===== src/design/spx_pkg.sv =====
// Package for the star-separated packet parser with XOR check.
// Holds the separator byte, field positions and the word and result types.
// No dependencies.
package spx_pkg;

    localparam logic [7:0] SEP_BYTE   = 8'h2A;
    localparam logic [7:0] DIGIT_LO   = 8'h30;
    localparam logic [7:0] DIGIT_HI   = 8'h39;
    localparam logic [31:0] TYPE_ONE  = 32'd1;
    localparam logic [31:0] TYPE_TWO  = 32'd2;
    localparam int OUT_TDATA_W        = 136;

    typedef enum logic [2:0] {
        POS_IDLE    = 3'd0,
        POS_TYPE    = 3'd1,
        POS_SEQ     = 3'd2,
        POS_PAYLOAD = 3'd3,
        POS_CHECK   = 3'd4,
        POS_EXTRA   = 3'd5
    } pos_t;

    typedef struct packed {
        logic [7:0] data_byte;
        logic       end_of_packet;
    } in_word_t;

    typedef struct packed {
        logic        fields_complete;
        logic        check_passed;
        logic        check_done;
        logic [31:0] type_two_total;
        logic [31:0] type_one_total;
        logic [31:0] sequence_number;
        logic [31:0] packet_type;
    } res_t;

endpackage


===== src/design/spx_in_stage.sv =====
// Input register for the packet parser: holds one received byte word.
// Depends on spx_pkg.
module spx_in_stage
(
    input  logic              clk,
    input  logic              rst_n,
    input  logic              s_valid,
    output logic              s_ready,
    input  spx_pkg::in_word_t s_word,
    input  logic              advance,
    output logic              word_valid,
    output spx_pkg::in_word_t word
);
    import spx_pkg::*;

    logic     valid_reg;
    logic     valid_next;
    in_word_t word_reg;

    assign s_ready    = !valid_reg || advance;
    assign valid_next = (s_valid && s_ready) || (valid_reg && !advance);

    always_ff @(posedge clk or negedge rst_n)
    begin
        if (!rst_n)
        begin
            valid_reg <= 1'b0;
        end
        else
        begin
            valid_reg <= valid_next;
        end
    end

    always_ff @(posedge clk)
    begin
        if (s_valid && s_ready)
        begin
            word_reg <= s_word;
        end
    end

    assign word_valid = valid_reg;
    assign word       = word_reg;

    a_advance_needs_word: assert property (@(posedge clk) disable iff (!rst_n)
        advance |-> valid_reg)
        else $error("advance without a held word");

endmodule


===== src/design/spx_parser.sv =====
// Field parser: separator runs, decimal shift-add, payload XOR, type counters
// and checksum compare for one byte per cycle while take is high. Depends on spx_pkg.
module spx_parser
(
    input  logic              clk,
    input  logic              rst_n,
    input  logic              take,
    input  spx_pkg::in_word_t word,
    output logic              res_valid,
    output spx_pkg::res_t     res
);
    import spx_pkg::*;

    pos_t        pos_reg, pos_next, pos_new;
    logic        sep_reg, sep_next, sep_new;
    logic        ended_reg, ended_next, ended_new;
    logic [31:0] type_reg, type_next, type_new;
    logic [31:0] seq_reg, seq_next, seq_new;
    logic [31:0] chk_reg, chk_next, chk_new;
    logic [7:0]  xor_reg, xor_next, xor_new;
    logic [31:0] cnt1_reg, cnt1_next, cnt1_new;
    logic [31:0] cnt2_reg, cnt2_next, cnt2_new;
    logic [31:0] acc_sel;
    logic [31:0] shifted;
    logic        is_sep;
    logic        is_digit;
    logic        digit_ok;
    logic        complete;
    logic        is_one;
    logic        is_two;
    logic        last;

    assign last     = word.end_of_packet;
    assign is_sep   = (word.data_byte == SEP_BYTE);
    assign is_digit = (word.data_byte >= DIGIT_LO) && (word.data_byte <= DIGIT_HI);

    always_comb
    begin
        pos_new   = pos_reg;
        sep_new   = sep_reg;
        ended_new = ended_reg;
        type_new  = type_reg;
        seq_new   = seq_reg;
        chk_new   = chk_reg;
        xor_new   = xor_reg;
        acc_sel   = chk_reg;
        shifted   = 32'd0;
        digit_ok  = 1'b0;
        if (is_sep)
        begin
            sep_new = 1'b1;
        end
        else
        begin
            if (sep_reg)
            begin
                sep_new   = 1'b0;
                ended_new = 1'b0;
                if (pos_reg != POS_EXTRA)
                begin
                    pos_new = pos_t'(pos_reg + 3'd1);
                end
            end
            case (pos_new)
                POS_TYPE: acc_sel = type_reg;
                POS_SEQ:  acc_sel = seq_reg;
                default:  acc_sel = chk_reg;
            endcase
            shifted  = {acc_sel[28:0], 3'b000} + {acc_sel[30:0], 1'b0}
                     + {28'd0, word.data_byte[3:0]};
            digit_ok = !ended_new && is_digit;
            case (pos_new) inside
                POS_TYPE, POS_SEQ, POS_CHECK:
                begin
                    if (!digit_ok)
                    begin
                        ended_new = 1'b1;
                    end
                end
                default:
                begin
                end
            endcase
            case (pos_new)
                POS_TYPE:
                begin
                    if (digit_ok)
                    begin
                        type_new = shifted;
                    end
                end
                POS_SEQ:
                begin
                    if (digit_ok)
                    begin
                        seq_new = shifted;
                    end
                end
                POS_CHECK:
                begin
                    if (digit_ok)
                    begin
                        chk_new = shifted;
                    end
                end
                POS_PAYLOAD:
                begin
                    xor_new = xor_reg ^ word.data_byte;
                end
                default:
                begin
                end
            endcase
        end
    end

    assign complete = (pos_new >= POS_CHECK);
    assign is_one   = (type_new == TYPE_ONE);
    assign is_two   = (type_new == TYPE_TWO);
    assign cnt1_new = cnt1_reg + {31'd0, is_one};
    assign cnt2_new = cnt2_reg + {31'd0, is_two};

    assign res_valid           = take && last;
    assign res.packet_type     = type_new;
    assign res.sequence_number = seq_new;
    assign res.type_one_total  = cnt1_new;
    assign res.type_two_total  = cnt2_new;
    assign res.check_done      = complete && is_two;
    assign res.check_passed    = complete && is_two
                               && (({24'd0, xor_new} ^ type_new ^ seq_new) == chk_new);
    assign res.fields_complete = complete;

    always_comb
    begin
        pos_next   = pos_reg;
        sep_next   = sep_reg;
        ended_next = ended_reg;
        type_next  = type_reg;
        seq_next   = seq_reg;
        chk_next   = chk_reg;
        xor_next   = xor_reg;
        cnt1_next  = cnt1_reg;
        cnt2_next  = cnt2_reg;
        if (take && last)
        begin
            pos_next   = POS_IDLE;
            sep_next   = 1'b1;
            ended_next = 1'b0;
            type_next  = 32'd0;
            seq_next   = 32'd0;
            chk_next   = 32'd0;
            xor_next   = 8'd0;
            cnt1_next  = cnt1_new;
            cnt2_next  = cnt2_new;
        end
        else if (take)
        begin
            pos_next   = pos_new;
            sep_next   = sep_new;
            ended_next = ended_new;
            type_next  = type_new;
            seq_next   = seq_new;
            chk_next   = chk_new;
            xor_next   = xor_new;
        end
    end

    always_ff @(posedge clk or negedge rst_n)
    begin
        if (!rst_n)
        begin
            pos_reg   <= POS_IDLE;
            sep_reg   <= 1'b1;
            ended_reg <= 1'b0;
            type_reg  <= 32'd0;
            seq_reg   <= 32'd0;
            chk_reg   <= 32'd0;
            xor_reg   <= 8'd0;
            cnt1_reg  <= 32'd0;
            cnt2_reg  <= 32'd0;
        end
        else
        begin
            pos_reg   <= pos_next;
            sep_reg   <= sep_next;
            ended_reg <= ended_next;
            type_reg  <= type_next;
            seq_reg   <= seq_next;
            chk_reg   <= chk_next;
            xor_reg   <= xor_next;
            cnt1_reg  <= cnt1_next;
            cnt2_reg  <= cnt2_next;
        end
    end

    a_clear_after_result: assert property (@(posedge clk) disable iff (!rst_n)
        res_valid |=> (pos_reg == POS_IDLE) && sep_reg && (xor_reg == 8'd0))
        else $error("parse state not cleared after last byte");

    a_pass_needs_done: assert property (@(posedge clk) disable iff (!rst_n)
        res_valid |-> (!res.check_passed || res.check_done))
        else $error("check passed without a check");

    a_done_needs_fields: assert property (@(posedge clk) disable iff (!rst_n)
        res_valid |-> (!res.check_done || res.fields_complete))
        else $error("check done on an incomplete packet");

    a_count_step: assert property (@(posedge clk) disable iff (!rst_n)
        !(take && last) |=> $stable(cnt1_reg) && $stable(cnt2_reg))
        else $error("type counter moved without a last byte");

endmodule


===== src/design/spx_out_stage.sv =====
// Result register for the packet parser: holds one result word until taken.
// Depends on spx_pkg.
module spx_out_stage
(
    input  logic                              clk,
    input  logic                              rst_n,
    input  logic                              load,
    input  spx_pkg::res_t                     res,
    output logic                              ready,
    output logic                              m_valid,
    input  logic                              m_ready,
    output logic [spx_pkg::OUT_TDATA_W-1:0]   m_data
);
    import spx_pkg::*;

    logic valid_reg;
    logic valid_next;
    res_t res_reg;

    assign ready      = !valid_reg || m_ready;
    assign valid_next = load || (valid_reg && !m_ready);

    always_ff @(posedge clk or negedge rst_n)
    begin
        if (!rst_n)
        begin
            valid_reg <= 1'b0;
        end
        else
        begin
            valid_reg <= valid_next;
        end
    end

    always_ff @(posedge clk)
    begin
        if (load)
        begin
            res_reg <= res;
        end
    end

    assign m_valid = valid_reg;
    assign m_data  = {{(OUT_TDATA_W - $bits(res_t)){1'b0}}, res_reg};

    a_no_overwrite: assert property (@(posedge clk) disable iff (!rst_n)
        load |-> (!valid_reg || m_ready))
        else $error("result overwritten before it was taken");

endmodule


===== src/design/star_packet_parse_and_xor_check.sv =====
// Top level of the star-separated packet parser with XOR check.
// Depends on spx_pkg, spx_in_stage, spx_parser and spx_out_stage.
//
// Takes one datagram byte per word on the slave side, one word per cycle
// while no final byte waits for the result register; tlast marks the final
// byte. Each byte is parsed in a single step between the input register and
// the result register, so the block keeps pace with the input. A final
// byte's result word is loaded into the result register for the master side
// and carries the type, sequence number, running type-1 and type-2 counts
// and the check flags. Bytes before the last produce no output word.
// The running counts survive across packets and clear only on reset.
module star_packet_parse_and_xor_check
(
    input  logic                                clk,
    input  logic                                rst_n,
    input  logic                                s_axis_tvalid,
    output logic                                s_axis_tready,
    // [7:0] data_byte
    input  logic [7:0]                          s_axis_tdata,
    input  logic                                s_axis_tlast,
    output logic                                m_axis_tvalid,
    input  logic                                m_axis_tready,
    // [31:0] packet_type, [63:32] sequence_number, [95:64] type_one_total,
    // [127:96] type_two_total, [128] check_done, [129] check_passed,
    // [130] fields_complete, [135:131] zero
    output logic [spx_pkg::OUT_TDATA_W-1:0]     m_axis_tdata
);
    import spx_pkg::*;

    in_word_t s_word;
    in_word_t word;
    logic     word_valid;
    logic     advance;
    logic     out_ready;
    logic     res_valid;
    res_t     res;

    assign s_word.data_byte     = s_axis_tdata;
    assign s_word.end_of_packet = s_axis_tlast;

    assign advance = word_valid && (!word.end_of_packet || out_ready);

    spx_in_stage u_in_stage
    (
        .clk        (clk),
        .rst_n      (rst_n),
        .s_valid    (s_axis_tvalid),
        .s_ready    (s_axis_tready),
        .s_word     (s_word),
        .advance    (advance),
        .word_valid (word_valid),
        .word       (word)
    );

    spx_parser u_parser
    (
        .clk       (clk),
        .rst_n     (rst_n),
        .take      (advance),
        .word      (word),
        .res_valid (res_valid),
        .res       (res)
    );

    spx_out_stage u_out_stage
    (
        .clk     (clk),
        .rst_n   (rst_n),
        .load    (res_valid),
        .res     (res),
        .ready   (out_ready),
        .m_valid (m_axis_tvalid),
        .m_ready (m_axis_tready),
        .m_data  (m_axis_tdata)
    );

endmodule

===== config.mk =====
export PLATFORM = sky130hd
export DESIGN_NAME = star_packet_parse_and_xor_check
export DESIGN_NICKNAME = d
export VERILOG_FILES = /design/src/design/spx_pkg.sv /design/src/design/spx_in_stage.sv /design/src/design/spx_parser.sv /design/src/design/spx_out_stage.sv /design/src/design/star_packet_parse_and_xor_check.sv
export SDC_FILE = /design/constraint.sdc
export NUM_CORES = 1
export LEC_CHECK = 0
export BUFFER_PORTS_ARGS = -buffer_cell sky130_fd_sc_hd__buf_2
export CORE_UTILIZATION = 50
export DETAILED_ROUTE_END_ITERATION = 8
export PLACE_DENSITY = 0.79
export SLEW_MARGIN = 20
export SYNTH_ARGS = -nofsm -noshare
export SYNTH_HDL_FRONTEND = slang
export SYNTH_HIERARCHICAL = 1
export SYNTH_SLANG_ARGS = --single-unit

===== constraint.sdc =====
create_clock -name clk -period 14.5 [get_ports clk]
set_input_delay 0.725 -clock clk [delete_from_list [all_inputs] [get_ports clk]]
set_output_delay 0.725 -clock clk [all_outputs]
set_load 0.01 [all_outputs]

Word-level counts from Yosys, hierarchy flattened
Cells that the tools add are included.
Word-level totals
  register bits after elaboration: 315
  word-level logic and storage cells: 101
  output and inout port bits: 138
Operators by class
  equal/unequal tests: 10
  reduce and logical (&&, ||, !) cells: 23
  bitwise logic cells: 3
  add/sub/neg operators: 5
  magnitude comparators: 3
  muxes and demuxes: 37
Operators with widths (count)
  $mux W32: 15
  $add A32 B1 Y32: 2
  $pmux W31 S2: 1
  $add A32 B32 Y32: 1
  $add A32 B4 Y32: 1
  $eq A32 B1 Y1 const B: 1
  $eq A32 B2 Y1 const B: 1
  $eq A32 B32 Y1: 1
  $mux W8: 4
  $xor A32 B32 Y32: 1
  $xor A8 B32 Y32: 1
  $mux W31: 1
  $mux W3: 6
  $mux W1: 10
  $logic_and A1 B1 Y1: 9
  $eq A8 B6 Y1 const B: 1
  $ge A8 B6 Y1 const B: 1
  $le A8 B6 Y1 const B: 1
  $xor A8 B8 Y8: 1
  $eq A3 B2 Y1 const B: 2
  $logic_not A1 Y1: 6
  $logic_or A1 B1 Y1: 5
  $add A3 B1 Y3 const B: 1
  $eq A3 B1 Y1 const B: 1
  7 further kinds: 7

Logic depth before layout (Yosys ltp)
Gate-level depths: netlist (run 1).
  word-level depth: 16
  depth in mapped cells: 38

By module
The synthesis (run 1) kept the hierarchy.
By module, submodules not included
  spx_parser: instances 1, cells an instance 1675, area each 14089.8 sq um, sequential area each 4330.4 sq um
  spx_out_stage: instances 1, cells an instance 140, area each 4022.6 sq um, sequential area each 3958.8 sq um
  spx_in_stage: instances 1, cells an instance 13, area each 324.1 sq um, sequential area each 295.3 sq um
  star_packet_parse_and_xor_check: instances 1, cells an instance 2, area each 11.3 sq um, sequential area each 0.0 sq um

Least setup slack after synthesis (run 1)
OpenSTA, ideal clock, no wires.
  path kind: register -> register
  from: reg u_parser.pos_reg[1]
  to: reg u_out_stage.res_reg (netlist bit u_out_stage/m_data[92]) (data pin)
  cell stages (with the launch flop): 37
  setup slack: 6.535 ns
  arrival: 7.707 ns
  clock period less this slack: 7.965 ns
  buffers on the path: 3
  cells stage by stage: dfrtp_1 -> inv_1 -> ha_1 -> a21bo_1 -> buf_6 -> mux2_4 -> nor3b_4 -> nor2_1 -> clkbuf_1 -> buf_1 -> nand2_1 -> nand2_1 -> fa_1 -> ha_1 -> a211oi_2 -> o31a_2 -> a2111oi_0 -> a211oi_1 -> mux2i_1 -> nor4b_1 -> nand4_1 -> nor4_1 -> nand3_1 -> nor2_1 -> ha_1 -> ha_1 -> nand2_1 -> nor3_1 -> nand3_1 -> nor2_1 -> and3_1 -> and3_1 -> and3_1 -> nand3_1 -> nor2_1 -> nand3_1 -> xnor2_1
RTL lines
  start: declaration: line spx_parser.sv:14  | pos_t pos_reg, pos_next, pos_new;
  start signal: assignment: line spx_parser.sv:184  | pos_reg <= pos_next;
  end signal: assignment: line spx_out_stage.sv:39  | res_reg <= res;
  end: declaration: line spx_out_stage.sv:18  | res_t res_reg;

==> key figures, run 1 <==
STA
  • Final Hold Viols: 0
  • Worst Setup Slack, final: 4.469 ns
  • Setup TNS: 0 ns
  • RSZ-0062 raised after global routing: false
  • Setup violators final: 0
  • Min Clock Period, post-route: 10.03 ns
  • Final Cycle Share: 0.6918
  • Fmax: 99.69 MHz
  • Worst-Margin Slew: 1.111 ns
  • Slew headroom: 0.2563
  • Final Max Tran Viols: 0
  • Clk_skew: 0.03372 ns

Global routing
  • Met3 Use GR: 0.03601
  • GRT busiest layer: met2
  • Global-route wire length before repair: 79.56 mm
  • Remaining Overflow, GRT: 0
  • Largest net degree at the start of global routing: 101
  • GRT Total Usage: 0.2652
  • Vias in the first global route: 14460
  • Initial antenna violation count: 0
  • Met2 Use GR: 0.4189
  • Met1 Use GR: 0.3627

Final layout
  • Layout area overhead: 11.79%
  • Fin nets: 2006
  • Core Util, Final: 0.5742
  • # diodes: 0
  • Final std cells w/o fill: 2414
  • Max FFs per register: 131
  • Share of cells above drive strength 1: 0.1367

CTS
  • Clk buf depth: 3
  • Total setup buffers inserted after CTS: 0
  • Reg clk slew, reported paths: 0.06 ns
  • Clock Tree Root: clkbuf_16
  • H-tree Lvls: 2
  • Hold-fix buffers, CTS: 0
  • CTS tree: built
  • CTS Sinks: 315
  • CTS buffer count: 36
  • Number of gates resized after CTS: 0
  • Clock Latency Late Sink: 0.56 ns

Route
  • Drt via density: 6.139
  • Via count of the routed design: 14820
  • Post-route DRC: 0
  • Antenna-violating nets left: 0
  • DRT Pass-1 Iters: 6
  • Starting DRT DRC Count: 1371
  • Wire per inst: 20.75 um
  • Routed WL: 50.09 mm

Die
  • # IOs: 151
  • Chip Width: 194.1 um
  • Core area: 0.03591 mm2
  • Row cnt: 69
  • Die Footprint: 0.03767 mm2
  • Die H: 194.1 um
  • Initial Util: 0.5137

Min path
  • Worst Hold Class: input pin to asynchronous set/reset pin

Worst setup path
  • Critical path type: flip-flop to flip-flop
  • Maximum fanout along the worst path: 15
  • Worst stage delay on the critical path: 0.67 ns
  • Worst path required time: 14.79 ns
  • Startpoint Class: flip-flop
  • Crit path DAT: 10.32 ns
  • Worst r2r dst: u_out_stage/m_data[92]$_DFFE_PP_
  • R2r startpoint: u_parser/pos_reg[0]$_DFFE_PN0P_
  • CP endpoint kind: flip-flop
  • Reg2reg setup slack: 4.47 ns
  • Worst path slowest cell: nor2_2
  • Reg2Reg Depth: 33

Placed design
  • DP Worst Slack: 4.676 ns
  • DP Wirelength: 33.85 mm
  • Placed insts: 2350
  • IO Port Bufs: 145
  • Gpl congestion: 0.9689

Outcome
  • Status: complete, no violations

Synth
  • Cell taking the most area after synthesis: dfrtp_1
  • Multiplexer share of the synthesized area: 0.01913
  • Yosys reg bits: 315
  • Ys async rst share: 0.5556
  • Syn_area_per_cell: 10.08 um2
  • Ys flop type: dfrtp_1
  • Commonest cells post-synth: 265 x nand2_1, 174 x dfrtp_1, 140 x edfxtp_1
  • Dominant cells by area after synthesis: dfrtp_1 24%, edfxtp_1 23%, xnor2_1 6.0%
  • Simple-gate portion of the synthesized area: 0.1572
  • Most frequent cell after synthesis: nand2_1
  • Synth Area in Compound Gates: 0.1702
  • Mapped Area: 0.01845 mm2
  • Synth cell types: 108
  • Largest family of logic cells by synthesized area: compound AO/OA/AOI/OAI gates
  • Mapped Cells: 1830
  • Adder-Cell Fraction of Synth Area: 0.04558
  • Synth Area in XOR/XNOR: 0.1059
  • Share of Yosys cell area claimed by the top area cell type: 0.2360
  • YS warnings: 6
  • Sequential-to-total area share from yosys stat: 0.4653
  • Post-synth EDFFs: 140

Power and ir drop
  • Maximum vdd drop: 0.00008814 V
  • Final Power: 2.325 mW
  • PwrDens: 112.7 mW/mm2
  • Static leakage: 9.125 nW

Flow run
  • Max_cap viols: 0
-- how the worst max path moves through the flow --
stage                                                from                          endpoint  slack, ns  cells after the start
after CTS                 u_parser/pos_reg[0]$_DFFE_PN0P_  u_out_stage/m_data[92]$_DFFE_PP_       4.60                     33
after global placement    u_parser/pos_reg[0]$_DFFE_PN0P_  u_out_stage/m_data[92]$_DFFE_PP_       4.48                     33
after detailed placement  u_parser/pos_reg[0]$_DFFE_PN0P_  u_out_stage/m_data[92]$_DFFE_PP_       4.68                     33
after floorplan           u_parser/pos_reg[1]$_DFFE_PN0P_  u_out_stage/m_data[92]$_DFFE_PP_       6.53                     36
after global routing      u_parser/pos_reg[0]$_DFFE_PN0P_  u_out_stage/m_data[92]$_DFFE_PP_       3.81                     33
final                     u_parser/pos_reg[0]$_DFFE_PN0P_  u_out_stage/m_data[92]$_DFFE_PP_       4.47                     33
-- layout by cell type (no fill, tap or decap), types with 65 or more instances in the layout --
cell type | netlist | layout
a21oi_1 | 71 | 71
nand2_1 | 265 | 265
edfxtp_1 | 140 | 140
o21ai_0 | 92 | 91
a22o_1 | 65 | 65
xnor2_1 | 127 | 127
xor2_1 | 76 | 76
dfrtp_1 | 174 | 174
buf_2 | 21 | 144
nor2_1 | 107 | 104
-- final cells by class --
class | count | area [um2]
fill | 3037 | 15290
sequential | 315 | 8584
timing repair buffer | 164 | 878.3
clock inverter | 15 | 176.4
multi-input combinational | 1362 | 9253
tap | 461 | 576.8
clock buffer | 49 | 969.7
inverter | 48 | 185.2
-- where the power goes --
part	total [mW]	internal, mW	switching [mW]
sequential	1.02	0.985	0.0312
combinational	0.418	0.135	0.283
clock	0.892	0.526	0.366
-- logic make-up (layout without fill, tap and decap cells) --
family,count (synthesis),after routing
AOI/OAI and AO/OA,437,437
muxes,34,34
adders and majority gates,66,66
other,1,5
xor gates and xnor gates,211,211
and+or+nand+nor,609,609
buffers and inverters,157,276
DFF,315,315
-- routing by layer --
| metal | wire length [um] | vias up |
|---|---|---|
| li1 | - | 6835 |
| met4 | 1927 | 0 |
| met1 | 21390 | 7187 |
| met2 | 22960 | 666 |
| met3 | 3811 | 132 |
| met5 | 0 | - |
-- worst max-delay path: cells and delay by family, from the launching register on --
| family | cells | cell delay, ns |
|---|---|---|
| and+or+nand+nor | 21 | 5.44 |
| AOI/OAI and AO/OA | 4 | 1.43 |
| DFF | 1 | 0.65 |
| buffers and inverters | 1 | 0.38 |
| adders and majority gates | 5 | 1.35 |
| muxes | 1 | 0.36 |
| xor gates and xnor gates | 1 | 0.14 |
-- through the flow --
stage,instance area [um2],hold WS [ns]
floorplan,18460,0.4294
global placement,19470,0.4522
detailed placement,19470,0.4674
CTS,20620,0.3298
global route,20620,0.3395
finish,20620,0.3060
(Power assumes the default switching activity.)
==> run 2: changes to the inputs <==
Settings changed: ABC_AREA set to 1, PLACE_DENSITY 0.79 to 0.78.
Clock period 14.5 ns to 9.49 ns, I/O delays scaled along.
==> run 2 against run 1 <==
Sequential power up 65%. Die area rose by 0.69%. Largest power group unchanged. Hold slack got worse by 0.22 ns. Utilization shrank 0.40 points. Largest cell class is now registers. Highest routed layer is now met5. Via count increased by 13%.
==> key figures, run 2 <==
Worst setup path
  • Startpoint Class: flip-flop
  • Crit path DAT: 8.97 ns
  • Most frequent CP cell: nand2_1
  • Worst r2r dst: u_parser/cnt1_reg[30]$_DFFE_PN0P_
  • R2r startpoint: u_parser/pos_reg[1]$_DFFE_PN0P_
  • Critical path type: flip-flop to flip-flop
  • Maximum fanout along the worst path: 32
  • CP endpoint kind: flip-flop
  • Worst stage delay on the critical path: 0.75 ns
  • Worst path required time: 10.00 ns
  • Reg2Reg Depth: 42
  • Reg2reg setup slack: 1.03 ns
  • Worst path slowest cell: nor4_1

Final layout
  • Design Area, Final: 0.02088 mm2
  • Fin nets: 2556
  • Share of cells above drive strength 1: 0.1146
  • Leading cell type in the layout, fill and taps excluded: nand2_1
  • Layout area overhead: 12.39%
  • Commonest non-fill, non-tap cells in the layout: 826 x nand2_1, 279 x inv_1, 179 x nand3_1
  • # diodes: 0
  • Max FFs per register: 131

STA
  • Setup violators final: 0
  • RSZ-0062 raised after global routing: false
  • Worst-Margin Slew: 1.123 ns
  • Final Max Tran Viols: 0
  • Final Hold Viols: 0
  • Min Clock Period, post-route: 8.461 ns
  • Worst Setup Slack, final: 1.029 ns
  • Slew headroom: 0.2514
  • Final Cycle Share: 0.8915
  • Fmax: 118.2 MHz
  • Clk_skew: 0.02196 ns
  • Setup TNS: 0 ns

CTS
  • CTS tree: built
  • Number of gates resized after CTS: 0
  • CTS Sinks: 315
  • Clock Tree Root: clkbuf_16
  • Clock Latency Late Sink: 0.57 ns
  • Clk buf depth: 3
  • Hold-fix buffers, CTS: 1
  • H-tree Lvls: 2
  • Reg clk slew, reported paths: 0.06 ns
  • Total setup buffers inserted after CTS: 0
  • CTS buffer count: 36

Die
  • # IOs: 151
  • Initial Util: 0.5074
  • Core area: 0.03661 mm2
  • Die H: 194.7 um
  • Chip Width: 194.7 um
  • Row cnt: 70
  • Die Footprint: 0.03793 mm2

Placed design
  • DP Wirelength: 36.76 mm
  • DP Worst Slack: 1.292 ns
  • Gpl congestion: 0.9298
  • IO Port Bufs: 145
  • Post-DP Area: 0.01962 mm2

Route
  • DRT Pass-1 Iters: 5
  • Starting DRT DRC Count: 1560
  • Wire per inst: 17.64 um
  • Via count of the routed design: 16810
  • Antenna-violating nets left: 0
  • Routed WL: 52.45 mm
  • Post-route DRC: 0
  • Drt via density: 5.655

Min path
  • Hold Crit Depth: 1
  • Worst Hold Class: input pin to flip-flop
  • Hold path startpoint: s_axis_tdata[0]
  • Worst Hold Endpoint: u_in_stage/word[1]$_DFFE_PP_

Power and ir drop
  • Maximum vdd drop: 0.0002099 V
  • Static leakage: 10.23 nW
  • PwrDens: 190.1 mW/mm2

Global routing
  • GRT Total Usage: 0.2765
  • Remaining Overflow, GRT: 0
  • Vias in the first global route: 15700
  • Largest net degree at the start of global routing: 165
  • Global-route wire length before repair: 83.22 mm
  • Initial antenna violation count: 2

Synth
  • Share of Yosys cell area claimed by the top area cell type: 0.2344
  • Commonest cells post-synth: 826 x nand2_1, 279 x inv_1, 179 x nand3_1
  • Syn_area_per_cell: 7.891 um2
  • Most frequent cell after synthesis: nand2_1
  • Ys flop type: dfrtp_1
  • Ys async rst share: 0.5556
  • Yosys reg bits: 315
  • YS warnings: 6
  • Sequential-to-total area share from yosys stat: 0.4621
  • Mapped Cells: 2354
  • Mapped Area: 0.01858 mm2
  • Cell taking the most area after synthesis: dfrtp_1
  • Dominant cells by area after synthesis: dfrtp_1 23%, edfxtp_1 23%, nand2_1 17%
  • Synth cell types: 51
  • Post-synth EDFFs: 140

Outcome
  • Status: complete, no violations

Flow run
  • Max_cap viols: 0
-- run 2: changes by cell type after synthesis, moves of 25 or more --
cell      before  now
o22ai_1       16   81
nor3_1        42   17
nand3_1       48  179
o221ai_1       4   29
a22o_1        65    1
a22oi_1       31    0
mux2i_1       29    0
xnor2_1      127    9
nand2_1      265  826
o21ai_0       92  117
clkbuf_1      69   40
inv_1         47  279
a21oi_1       71   36
-- run 2: how the worst max path moves through the flow --
stage                                                from                                 to  slack [ns]  cells after the start
after global routing      u_parser/pos_reg[1]$_DFFE_PN0P_  u_parser/cnt2_reg[30]$_DFFE_PN0P_        0.38                     45
after global placement    u_parser/pos_reg[0]$_DFFE_PN0P_  u_parser/cnt1_reg[30]$_DFFE_PN0P_        1.62                     39
final                     u_parser/pos_reg[1]$_DFFE_PN0P_  u_parser/cnt1_reg[30]$_DFFE_PN0P_        1.03                     42
after detailed placement  u_parser/pos_reg[1]$_DFFE_PN0P_  u_parser/cnt1_reg[30]$_DFFE_PN0P_        1.29                     48
after CTS                 u_parser/pos_reg[1]$_DFFE_PN0P_  u_parser/cnt1_reg[30]$_DFFE_PN0P_        1.25                     48
after floorplan           u_parser/pos_reg[0]$_DFFE_PN0P_  u_parser/cnt2_reg[30]$_DFFE_PN0P_        3.02                     47
-- run 2: power by group --
group          switching [mW]  total (mW)  internal (mW)
logic                   0.590       0.813          0.223
registers              0.0845        1.68           1.59
clock network           0.606        1.48          0.874
total                    1.28        3.97           2.69
-- run 2: layout make-up --
type | instances | area [um2]
Clock buffer | 40 | 915.9
Clock inverter | 26 | 330.3
Fill cell | 3323 | 15730
Inverter | 288 | 1091
Multi-Input combinational cell | 1678 | 8538
Sequential cell | 315 | 8584
Tap cell | 468 | 585.6
Timing Repair Buffer | 158 | 832.0
-- run 2: logic make-up after synthesis --
group	count (synthesis)	synth area share
simple gates	1234	0.2830
buf+inv	365	0.07962
flops	315	0.4621
compound gates	306	0.09814
xor+xnor	67	0.03159
fa+ha+maj	66	0.04526
other cells	1	0.0002019
-- run 2: critical path: cells and delay by family, from the launching register on --
family / cells / cell delay, ns
simple gates: 33 / 5.81
fa+ha+maj: 5 / 1.39
flops: 1 / 0.39
buf+inv: 2 / 0.39
xor+xnor: 1 / 0.21
compound gates: 1 / 0.19
-- run 2: stage by stage --
step	util	instances	hold slack, ns	power [mW]
CTS	0.5702	2973	0.06376	3.995
global placement	0.5359	2906	0.4524	2.476
finish	0.5703	2973	0.08702	3.970
global route	0.5703	2973	0.06889	4.143
detailed placement	0.5359	2906	0.4727	2.502
floorplan	-	2358	0.1789	2.240
-- run 2: metal layers --
layer,up-vias,GRT usage,part of all wire
li1,8002,-,-
met1,7952,0.3764,0.42
met2,735,0.4434,0.47
met3,118,0.04754,0.077
met4,4,0.1018,0.032
met5,-,0,0.00051
==> run 3: changes to the inputs <==
Settings changed: ABC_AREA 1 to unset, PLACE_DENSITY 0.78 to 0.69, SLEW_MARGIN 20 to unset.
==> run 3 against run 2 <==
Flip-flop and latch count unchanged. Hold slack better by 0.034 ns. Sequential share of layout area up 0.28 points. Clock skew down 0.0063 ns. Critical path depth down 11. Register-to-register slack worse by 0.49 ns. Combinational power down 22%. Count of clock-buffer cells in the layout up 4. Total power down 11%.
==> key figures, run 3 (synthesized netlist as in run 1, its figures left out) <==
Worst setup path
  • Worst path slowest cell: or4_1
  • Maximum fanout along the worst path: 15
  • Crit path DAT: 9.23 ns
  • Worst path required time: 9.77 ns
  • Worst stage delay on the critical path: 0.60 ns
  • Startpoint Class: flip-flop
  • CP endpoint kind: flip-flop
  • Delay-heaviest family, CP: simple AND/OR/NAND/NOR gates
  • Most frequent CP cell: nand2_1
  • Critical path type: flip-flop to flip-flop
  • WP buf/inv: 1
  • Reg2reg setup slack: 0.54 ns

Global routing
  • Met3 Use GR: 0.04540
  • Remaining Overflow, GRT: 0
  • Global-route wire length before repair: 80.03 mm
  • Met1 Use GR: 0.3692
  • GRT Total Usage: 0.2672
  • Met2 Use GR: 0.4274
  • Initial antenna violation count: 0
  • Largest net degree at the start of global routing: 88
  • GRT busiest layer: met2
  • Vias in the first global route: 14200

Placed design
  • Post-DP Area: 0.01953 mm2
  • Gpl congestion: 0.9429
  • DP Wirelength: 34.77 mm
  • Placed insts: 2357
  • DP Worst Slack: 0.07896 ns
  • IO Port Bufs: 145

STA
  • Clk_skew: 0.01563 ns
  • Setup violators final: 0
  • Min Clock Period, post-route: 8.953 ns
  • RSZ-0062 raised after global routing: false
  • Worst-Margin Slew: 1.292 ns
  • Final Cycle Share: 0.9435
  • Hold slack final: 0.1210 ns
  • Final Hold Viols: 0
  • Fmax: 111.7 MHz
  • Setup TNS: 0 ns
  • Final Max Tran Viols: 0
  • Worst Setup Slack, final: 0.5366 ns
  • Slew headroom: 0.1166

Final layout
  • Final std cells w/o fill: 2423
  • Layout area overhead: 12.41%
  • Design Area, Final: 0.02074 mm2
  • Filler Cell Count: 3043
  • Leading cell type in the layout, fill and taps excluded: nand2_1
  • Reg area: 0.008586 mm2
  • Share of cells above drive strength 1: 0.1483
  • # diodes: 0
  • Core Util, Final: 0.5774
  • Fin nets: 2014
  • Multi-input gate area: 0.009308 mm2
  • Max FFs per register: 131
  • Commonest non-fill, non-tap cells in the layout: 265 x nand2_1, 173 x dfrtp_1, 144 x buf_2

Route
  • Drt via density: 6.043
  • Routed WL: 50.19 mm
  • Via count of the routed design: 14640
  • Antenna-violating nets left: 0
  • Starting DRT DRC Count: 1173
  • Wire per inst: 20.71 um
  • Post-route DRC: 0
  • DRT Pass-1 Iters: 5

Die
  • Initial Util: 0.5137
  • Core area: 0.03591 mm2
  • Row cnt: 69
  • Die Footprint: 0.03767 mm2
  • # IOs: 151
  • Die H: 194.1 um
  • Chip Width: 194.1 um

CTS
  • Clk buf depth: 3
  • CTS tree: built
  • Clock Tree Root: clkbuf_16
  • Clock Latency Late Sink: 0.53 ns
  • CTS buffer count: 35
  • H-tree Lvls: 2
  • CTS Sinks: 315
  • Reg clk slew, reported paths: 0.06 ns

Min path
  • Worst Hold Class: input pin to flip-flop

Power and ir drop
  • Final Power: 3.537 mW
  • Maximum vdd drop: 0.0001138 V
  • Static leakage: 9.174 nW
  • PwrDens: 170.5 mW/mm2

Flow run
  • Max_cap viols: 0

Outcome
  • Status: complete, no violations
==> run 3: changes by cell type in the layout (fill, tap and decap cells not counted), sizes merged, moves of 30 or more <==
cell | previous run | this run
nand2 | 846 | 266
inv | 291 | 51
nand3 | 190 | 48
xnor2 | 9 | 128
o22ai | 81 | 16
a22o | 1 | 65
o21ai | 140 | 101
a21oi | 39 | 73
a22oi | 0 | 32
mux2i | 0 | 30
==> run 3: metal layers <==
metal | routed length [um] | vias to the layer above | part of all wire
met2 | 23090 | 557 | 0.46
met3 | 3398 | 101 | 0.068
li1 | - | 6860 | -
met5 | 0 | - | 0
met4 | 1392 | 0 | 0.028
met1 | 22300 | 7123 | 0.44
==> run 3: final timing paths <==
kind,from,end,depth (start not counted)
hold reg to reg,u_parser/ended_reg$_DFFE_PN0P_,u_parser/ended_reg$_DFFE_PN0P_,2
max in group asynchronous,rst_n,u_parser/cnt2_reg[13]$_DFFE_PN0P_,4
setup reg to reg,u_parser/pos_reg[0]$_DFFE_PN0P_,u_out_stage/m_data[95]$_DFFE_PP_,31
hold / removal,s_axis_tdata[1],u_in_stage/word[2]$_DFFE_PP_,1
min in group asynchronous,rst_n,u_parser/xor_reg[5]$_DFFE_PN0P_,2
setup / recovery,u_parser/pos_reg[0]$_DFFE_PN0P_,u_out_stage/m_data[95]$_DFFE_PP_,31
==> run 3: worst reg2reg max path: cells and delay by family (launching register included) <==
| family | cells | cell delay, ns |
|---|---|---|
| AO/OA/AOI/OAI | 7 | 2.51 |
| adder cells (fa/ha/maj) | 4 | 1.19 |
| AND/OR/NAND/NOR | 16 | 3.55 |
| XOR/XNOR | 2 | 0.32 |
| buffers and inverters | 1 | 0.27 |
| flip-flops | 1 | 0.51 |
| multiplexers | 1 | 0.36 |
==> run 3: what timing repair did <==
item,in CTS,in global routing
hold buffers,1,0
endpoints found under the hold margin,39,0
resized for setup,0,15
setup endpoints to repair,0,35
setup buffers,0,1
==> run 3: power by group <==
part           internal (mW)  total (mW)  switching, mW
combinational          0.213       0.633          0.420
sequential              1.50        1.55         0.0473
clock                  0.790        1.35          0.561
total                   2.51        3.54           1.03
==> run 3: cell type report <==
type	instances	area share
repair buffers	173	0.04555
clock inverters	20	0.009533
inverters	48	0.008930
flip-flops and latches	315	0.4140
well taps	461	0.02781
clock buffers	44	0.04531
multi-input cells	1362	0.4488
